[src/dts_pkg.sv]
// Shared constants for the depth-first topological sort block.
`timescale 1ns / 1ps
`default_nettype none

package dts_pkg;

   // Node ids are 5 bits wide, so at most 32 nodes take part in a search.
   localparam int NODE_MAX = 32;
   localparam int ID_W     = $clog2(NODE_MAX);
   localparam int CNT_W    = ID_W + 1;

   // Operation codes carried on req_tuser.
   localparam logic OP_ADD     = 1'b0;
   localparam logic OP_COMPUTE = 1'b1;

   // Node colors of the three-color search.
   typedef logic [1:0] colour_type;
   localparam colour_type WHITE = 2'd0;
   localparam colour_type GREY  = 2'd1;
   localparam colour_type BLACK = 2'd2;

   typedef logic [ID_W-1:0]  node_type;
   typedef logic [CNT_W-1:0] count_type;

endpackage : dts_pkg

`default_nettype wire

[src/dfs_topological_sort_top.sv]
// Depth-first topological sort with cycle detection over an adjacency bit matrix.
//
// Usage: configure node_count on csr_we/csr_wdata while the block is idle
// (reset value 1). Each req transaction carries an operation on req_tuser.
// An add transaction (req_tdata holds from_node and to_node) sets one edge of
// the adjacency matrix and gives no result; edges with an end not below
// node_count are dropped. A compute transaction runs a depth-first search and
// then sends min(node_count, 32) rsp transactions in reverse post-order.
// rsp_tlast marks the final node, and rsp_tuser on that node tells whether a
// back edge (a cycle) was found. The graph stays stored after a compute.
// Rate: adds follow back to back. A compute uses a single neighbor test that
// checks one adjacency bit per cycle; in the search each node scans its row
// once, besides its root check and its finish, and then the results are
// sent. req_tready is low for the whole compute.
// Reset clears the adjacency matrix and the control state at once and sets
// node_count back to 1.
// A stalled rsp_tready holds the current result and pauses the emission.
`timescale 1ns / 1ps
`default_nettype none

module dfs_topological_sort_top
   import dts_pkg::*;
(
   input  wire logic        clock,
   input  wire logic        reset,
   input  wire logic        csr_we,
   input  wire logic [5:0]  csr_wdata,    // node_count
   input  wire logic        req_tvalid,
   output logic             req_tready,
   input  wire logic [15:0] req_tdata,    // [4:0] from_node, [9:5] to_node, rest zero
   input  wire logic        req_tuser,    // opcode
   output logic             rsp_tvalid,
   input  wire logic        rsp_tready,
   output logic [7:0]       rsp_tdata,    // [4:0] node_id, rest zero
   output logic             rsp_tuser,    // cycle_found
   output logic             rsp_tlast
);

   localparam logic [1:0] S_IDLE = 2'd0;
   localparam logic [1:0] S_ROOT = 2'd1;
   localparam logic [1:0] S_SCAN = 2'd2;
   localparam logic [1:0] S_EMIT = 2'd3;

   // Stored state.
   logic [NODE_MAX-1:0] adj_ff   [NODE_MAX];
   colour_type          col_ff   [NODE_MAX];
   node_type            snode_ff [NODE_MAX];
   count_type           snext_ff [NODE_MAX];
   node_type            ord_ff   [NODE_MAX];

   logic [1:0] state_ff, state_in;
   count_type  ncnt_ff, ncnt_in;
   count_type  root_ff, root_in;
   count_type  sp_ff, sp_in;
   count_type  done_ff, done_in;
   node_type   v_ff, v_in;
   count_type  j_ff, j_in;
   node_type   eidx_ff, eidx_in;
   logic       cyc_ff, cyc_in;
   logic       rsp_valid_ff, rsp_valid_in;
   node_type   rsp_id_ff, rsp_id_in;
   logic       rsp_cyc_ff, rsp_cyc_in;
   logic       rsp_last_ff, rsp_last_in;

   // Write strobes for the arrays.
   logic       adj_we;
   node_type   adj_row, adj_col;
   logic       col_clr, col_we;
   node_type   col_addr;
   colour_type col_data;
   logic       snode_we;
   node_type   snode_addr, snode_data;
   logic       snext_we;
   node_type   snext_addr;
   count_type  snext_data;
   logic       ord_we;

   count_type     n_act;
   node_type      from_node, to_node;
   logic          req_fire;
   logic [NODE_MAX-1:0] row;
   node_type      w;
   logic          hit;
   colour_type    wcol;
   count_type     sp_m2;
   count_type     top;

   assign from_node = req_tdata[4:0];
   assign to_node   = req_tdata[9:5];
   assign n_act     = (ncnt_ff > CNT_W'(NODE_MAX)) ? CNT_W'(NODE_MAX) : ncnt_ff;
   assign req_tready = (state_ff == S_IDLE);
   assign req_fire  = req_tvalid && req_tready;

   assign row   = adj_ff[v_ff];
   assign w     = j_ff[ID_W-1:0];
   assign hit   = (j_ff < n_act) && row[w];
   assign wcol  = col_ff[w];
   assign sp_m2 = sp_ff - CNT_W'(2);
   assign top   = sp_ff - CNT_W'(1);

   assign rsp_tvalid = rsp_valid_ff;
   assign rsp_tdata  = {3'b000, rsp_id_ff};
   assign rsp_tuser  = rsp_cyc_ff;
   assign rsp_tlast  = rsp_last_ff;

   always_comb begin
      state_in     = state_ff;
      ncnt_in      = csr_we ? csr_wdata : ncnt_ff;
      root_in      = root_ff;
      sp_in        = sp_ff;
      done_in      = done_ff;
      v_in         = v_ff;
      j_in         = j_ff;
      eidx_in      = eidx_ff;
      cyc_in       = cyc_ff;
      rsp_valid_in = rsp_valid_ff && !rsp_tready;
      rsp_id_in    = rsp_id_ff;
      rsp_cyc_in   = rsp_cyc_ff;
      rsp_last_in  = rsp_last_ff;

      adj_we     = 1'b0;
      adj_row    = from_node;
      adj_col    = to_node;
      col_clr    = 1'b0;
      col_we     = 1'b0;
      col_addr   = v_ff;
      col_data   = BLACK;
      snode_we   = 1'b0;
      snode_addr = sp_ff[ID_W-1:0];
      snode_data = w;
      snext_we   = 1'b0;
      snext_addr = top[ID_W-1:0];
      snext_data = j_ff + CNT_W'(1);
      ord_we     = 1'b0;

      unique case (state_ff)
         S_IDLE: begin
            if (req_fire) begin
               if (req_tuser == OP_ADD) begin
                  adj_we = ({1'b0, from_node} < n_act) && ({1'b0, to_node} < n_act);
               end else if (n_act != '0) begin
                  col_clr  = 1'b1;
                  cyc_in   = 1'b0;
                  root_in  = '0;
                  done_in  = '0;
                  state_in = S_ROOT;
               end
            end
         end
         S_ROOT: begin
            if (root_ff >= n_act) begin
               eidx_in  = ID_W'(n_act - CNT_W'(1));
               state_in = S_EMIT;
            end else if (col_ff[root_ff[ID_W-1:0]] != WHITE) begin
               root_in = root_ff + CNT_W'(1);
            end else begin
               col_we     = 1'b1;
               col_addr   = root_ff[ID_W-1:0];
               col_data   = GREY;
               snode_we   = 1'b1;
               snode_addr = '0;
               snode_data = root_ff[ID_W-1:0];
               sp_in      = CNT_W'(1);
               v_in       = root_ff[ID_W-1:0];
               j_in       = '0;
               state_in   = S_SCAN;
            end
         end
         S_SCAN: begin
            if (j_ff < n_act) begin
               if (hit && wcol == GREY) begin
                  cyc_in = 1'b1;
                  j_in   = j_ff + CNT_W'(1);
               end else if (hit && wcol == WHITE && sp_ff < n_act) begin
                  // Descend: remember where to resume this level, then push w.
                  snext_we = 1'b1;
                  snode_we = 1'b1;
                  col_we   = 1'b1;
                  col_addr = w;
                  col_data = GREY;
                  sp_in    = sp_ff + CNT_W'(1);
                  v_in     = w;
                  j_in     = '0;
               end else begin
                  j_in = j_ff + CNT_W'(1);
               end
            end else begin
               // Row exhausted: the node finishes and the stack pops.
               col_we  = 1'b1;
               ord_we  = 1'b1;
               done_in = done_ff + CNT_W'(1);
               sp_in   = sp_ff - CNT_W'(1);
               if (sp_ff == CNT_W'(1)) begin
                  root_in  = root_ff + CNT_W'(1);
                  state_in = S_ROOT;
               end else begin
                  v_in = snode_ff[sp_m2[ID_W-1:0]];
                  j_in = snext_ff[sp_m2[ID_W-1:0]];
               end
            end
         end
         S_EMIT: begin
            if (!rsp_valid_ff || rsp_tready) begin
               rsp_valid_in = 1'b1;
               rsp_id_in    = ord_ff[eidx_ff];
               rsp_last_in  = (eidx_ff == '0);
               rsp_cyc_in   = (eidx_ff == '0) && cyc_ff;
               if (eidx_ff == '0) begin
                  state_in = S_IDLE;
               end else begin
                  eidx_in = eidx_ff - ID_W'(1);
               end
            end
         end
         default: state_in = S_IDLE;
      endcase
   end

   always_ff @(posedge clock) begin
      if (reset) begin
         state_ff     <= S_IDLE;
         ncnt_ff      <= CNT_W'(1);
         rsp_valid_ff <= 1'b0;
         cyc_ff       <= 1'b0;
         sp_ff        <= '0;
         root_ff      <= '0;
         done_ff      <= '0;
         eidx_ff      <= '0;
         for (int i = 0; i < NODE_MAX; i++) begin
            adj_ff[i] <= '0;
         end
      end else begin
         state_ff     <= state_in;
         ncnt_ff      <= ncnt_in;
         rsp_valid_ff <= rsp_valid_in;
         cyc_ff       <= cyc_in;
         sp_ff        <= sp_in;
         root_ff      <= root_in;
         done_ff      <= done_in;
         eidx_ff      <= eidx_in;
         if (adj_we) begin
            adj_ff[adj_row][adj_col] <= 1'b1;
         end
      end
   end

   // Payload registers and search arrays need no reset.
   always_ff @(posedge clock) begin
      v_ff        <= v_in;
      j_ff        <= j_in;
      rsp_id_ff   <= rsp_id_in;
      rsp_cyc_ff  <= rsp_cyc_in;
      rsp_last_ff <= rsp_last_in;
      if (col_clr) begin
         for (int i = 0; i < NODE_MAX; i++) begin
            col_ff[i] <= WHITE;
         end
      end else if (col_we) begin
         col_ff[col_addr] <= col_data;
      end
      if (snode_we) begin
         snode_ff[snode_addr] <= snode_data;
      end
      if (snext_we) begin
         snext_ff[snext_addr] <= snext_data;
      end
      if (ord_we) begin
         ord_ff[done_ff[ID_W-1:0]] <= v_ff;
      end
   end

endmodule : dfs_topological_sort_top

`default_nettype wire
[config.mk]
export PLATFORM = sky130hd
export DESIGN_NAME = dfs_topological_sort_top
export DESIGN_NICKNAME = d
export VERILOG_FILES = /design/src/dts_pkg.sv /design/src/dfs_topological_sort_top.sv
export SDC_FILE = /design/constraint.sdc
export NUM_CORES = 2
export LEC_CHECK = 0
export BUFFER_PORTS_ARGS = -buffer_cell sky130_fd_sc_hd__buf_2
export CAP_MARGIN = 20
export CORE_ASPECT_RATIO = 1.5
export CORE_MARGIN = 3
export CORE_UTILIZATION = 47
export CTS_CLUSTER_DIAMETER = 200
export DETAILED_ROUTE_END_ITERATION = 10
export MAX_ROUTING_LAYER = met4
export PLACE_DENSITY = 0.7
export SLEW_MARGIN = 20
export SYNTH_ARGS = -nofsm -noshare
export SYNTH_HDL_FRONTEND = slang
export SYNTH_SLANG_ARGS = --single-unit
[constraint.sdc]
create_clock -name clock -period 5 [get_ports clock]
set_input_delay 1 -clock clock [delete_from_list [all_inputs] [get_ports clock]]
set_output_delay 1 -clock clock [all_outputs]
set_load 0.05 [all_outputs]
==> impl_results.md <==
- Status: complete, no violations
- Drt drc: 0
- CTS tree: done
- Tot Pwr: 38.9 mW
- Slew Limit Fails: 0
- CTS clk-pin slew, worst paths: 0.06 ns
- Via density: 5.98
- Post-Syn Area per Cell: 11.5 um^2
- Final number of setup-violating endpoints: 0
- Ports: 40
- H-Tree Depth: 4
- Hold Vio Cnt, Final: 0
- Pre-CTS setup slack: -0.102 ns
- Die H: 476 um
- DP HPWL: 121,000 um
- Critical path class: reg2reg
- Post-synth cell types: 100
- Initial antenna violation count: 7
- Xor and xnor area share after synthesis: 0.00202
- Post-Synth Adder-Cell Area: 0.00813
- Slew HR: 0.243
- Required @ worst endpoint: 5.47 ns
- Tmin final: 4.88 ns
- First-pass GRT wire length: 296,000 um
- Number of standard cells after synthesis: 5,993
- CP Launch Type: flip-flop
- Rows: 171
- Compound-Gate Fraction of Synth Area: 0.134
- Share of post-route cells with drive strength above 1: 0.191
- CTS root buffer: clkbuf_16
- # fillers: 12,172
- Vias in the first global route: 48,580
- Pin count of the biggest net entering global routing: 195
- Final worst slack: 0.120 ns
- Max_cap viols: 0
- Initial Util: 0.476
- Sum Neg Setup Slack: 0 ns
- GRT Residual Overflow: 0
- Top_reg_cell synth: dfxtp_1
- Cts bufs inserted: 150
- Die W: 319 um
- Post-synthesis sequential area ratio: 0.567
- Largest family of logic cells by synthesized area: multiplexers
- Clk_lat worst skew: 0.79 ns
- Fmax: 0.205 GHz
- Leakage: 25.4 nW
- Nets: 6,149
- Synthesized-area fraction occupied by and/or/nand/nor cells: 0.0484
- Period Utilization, post-route: 0.976
- DR vias: 48,475
- DRT antenna net count: 0
- EDFF count, synth: 594
- IO Port Bufs: 30
- #FFs+latches synth: 1,665
- Post-synthesis mux area share: 0.148
- Longest Clk Path Bufs: 3
- Worst Tran Pin Value: 1.13 ns
- Gpl congestion: 0.915
- Area of the multi-input gates: 23,800 um^2
- CP max FO: 19
- Drt first pass iters: 6
- Worst min path class: in2reg
- Area grow syn2layout: 13.2%
- DR WL/cell: 24.4 um
- CP arrival: 5.35 ns
- Reg area: 39,300 um^2
- Power Dens Cells: 497 nW/um^2
- CTS sink count: 1,665
- Worst setup EP type: flip-flop
- Total global-route track usage: 0.264
- Cell area after synthesis: 69,200 um^2
- Fin Clk Skew: 0.0443 ns
- Number of synthesis warnings: 0
- Die Area: 152,000 um^2
- Initial DRC Count: 4,769
- Routed WL: 198,000 um
- Async S/R FF share, synth: 0
- Max VDD drop: 0.000390 V
- Core ar.: 145,000 um^2
==> state kept, by name, summed over array words and instances (netlist names), named ones only <==
signal,flops
j_ff,6
rsp_tlast,1
rsp_id_ff,5
eidx_ff,5
snext_ff,192
root_ff,6
cyc_ff,1
rsp_tuser,1
done_ff,5
rsp_tvalid,1
ncnt_ff,6
adj_ff,1024
ord_ff,160
sp_ff,6
snode_ff,160
col_ff,64
v_ff,5
state_ff,2
==> power breakdown <==
part           internal [mW]  switching, mW
Sequential              15.0          0.296
Combinational           4.67           7.12
Clock                   6.70           5.17
==> cells in the final DEF (no fill, tap or decap), drive strengths merged, types with 39 or more instances in the layout <==
| master | n |
|---|---|
| a21oi | 100 |
| a22oi | 48 |
| clkbuf | 201 |
| nor2 | 199 |
| dfxtp | 1071 |
| nand2 | 222 |
| mux4 | 377 |
| inv | 1057 |
| buf | 449 |
| nor3 | 79 |
| clkinv | 53 |
| ha | 45 |
| o22ai | 1051 |
| nor2b | 39 |
| o21ai | 73 |
| edfxtp | 594 |
| mux2i | 154 |
| nand3 | 40 |
==> worst max-delay path, stage by stage (launching register included) <==
cell and delay, ns:
dfxtp_4 0.53, buf_12 0.25, buf_4 0.20, mux4_2 0.21, o22ai_1 0.08, o21ai_0 0.47, o2111ai_1 0.20, nand2_1 0.13
buf_4 0.17, a221oi_2 0.06, buf_4 0.19, or3_1 0.39, nor2_1 0.25, buf_4 0.19, nand3_1 0.08, and3_1 0.23
or4_1 0.65, o21ai_1 0.26
==> cell usage after synthesis (all sizes together) (9+ instances only) <==
library cell / number / share of area
dfxtp: 1071 / 0.31
inv: 1051 / 0.057
o22ai: 1051 / 0.095
edfxtp: 594 / 0.26
clkbuf: 416 / 0.023
mux4: 377 / 0.12
nand2: 222 / 0.012
nor2: 199 / 0.011
mux2i: 154 / 0.022
buf: 104 / 0.012
a21oi: 100 / 0.0072
nor3: 79 / 0.0073
o21ai: 73 / 0.0053
a22oi: 48 / 0.0052
ha: 45 / 0.0081
nand3: 40 / 0.0029
nor2b: 39 / 0.0035
nand2b: 26 / 0.0024
o211ai: 19 / 0.0021
and2: 18 / 0.0016
mux2: 18 / 0.0029
a211oi: 16 / 0.0021
a31oi: 16 / 0.0015
and3: 15 / 0.0014
a221oi: 13 / 0.0018
o2111ai: 12 / 0.0015
or2: 11 / 0.00099
a21o: 10 / 0.0011
o21a: 9 / 0.00098
xnor2: 9 / 0.0011
==> per-stage QoR <==
stage / hold WS (ns) / instance area [um^2] / util / cells
after global placement: 0.455 / 73000 / 0.502 / 7813
after detailed placement: 0.459 / 73000 / 0.502 / 7814
after global routing: 0.399 / 78300 / 0.539 / 8107
after CTS: 0.379 / 78300 / 0.538 / 8099
final: 0.420 / 78300 / 0.539 / 8108
after floorplan: 0.432 / 69200 / - / 5995
==> metal layers <==
layer,vias to the layer above,share of wire,global-route usage
met5,-,0,-
met4,0,0.075,0.169
met3,724,0.076,0.0453
met1,23728,0.35,0.292
met2,2122,0.50,0.444
li1,21901,-,-
==> repair_timing <==
item | CTS | global route
gates resized for setup | 3 | 12
pin swaps | 1 | 1
hold buffers | 0 | 0
setup endpoints to repair | 63 | 41
buffers inserted | 11 | 1
==> final timing paths <==
check	start	to	slack, ns	cells past startpoint
min	csr_wdata[0]	ncnt_ff[0]$_SDFFE_PP1P_	0.42	2
max	flip-flop	col_ff[0][0]$_SDFFCE_PN0P_	0.12	17
max reg2reg	flip-flop	col_ff[0][0]$_SDFFCE_PN0P_	0.12	17
min reg2reg	adj_ff[18][15]$_DFF_P_	adj_ff[18][15]$_DFF_P_	0.47	2
==> logic make-up (layout without fill, tap and decap cells) <==
group                    after synthesis  count (layout)
AO/OA/AOI/OAI                       1445            1445
AND/OR/NAND/NOR                      697             697
other                                  1              10
XOR/XNOR                              16              16
multiplexers                         549             549
flip-flops                          1665            1665
buffers and inverters               1575            1778
adder cells (fa/ha/maj)               45              45
==> area by class of cell <==
cell class                 instances  share of cell area
antenna                            7            0.000224
clock buffer                     201              0.0532
clock inverter                    73              0.0116
inverter                        1055              0.0505
multi-input combinational       2755               0.304
sequential                      1665               0.502
tap                             1903              0.0304
timing repair buffer             449              0.0487
Power figures use the tool's default switching activity.
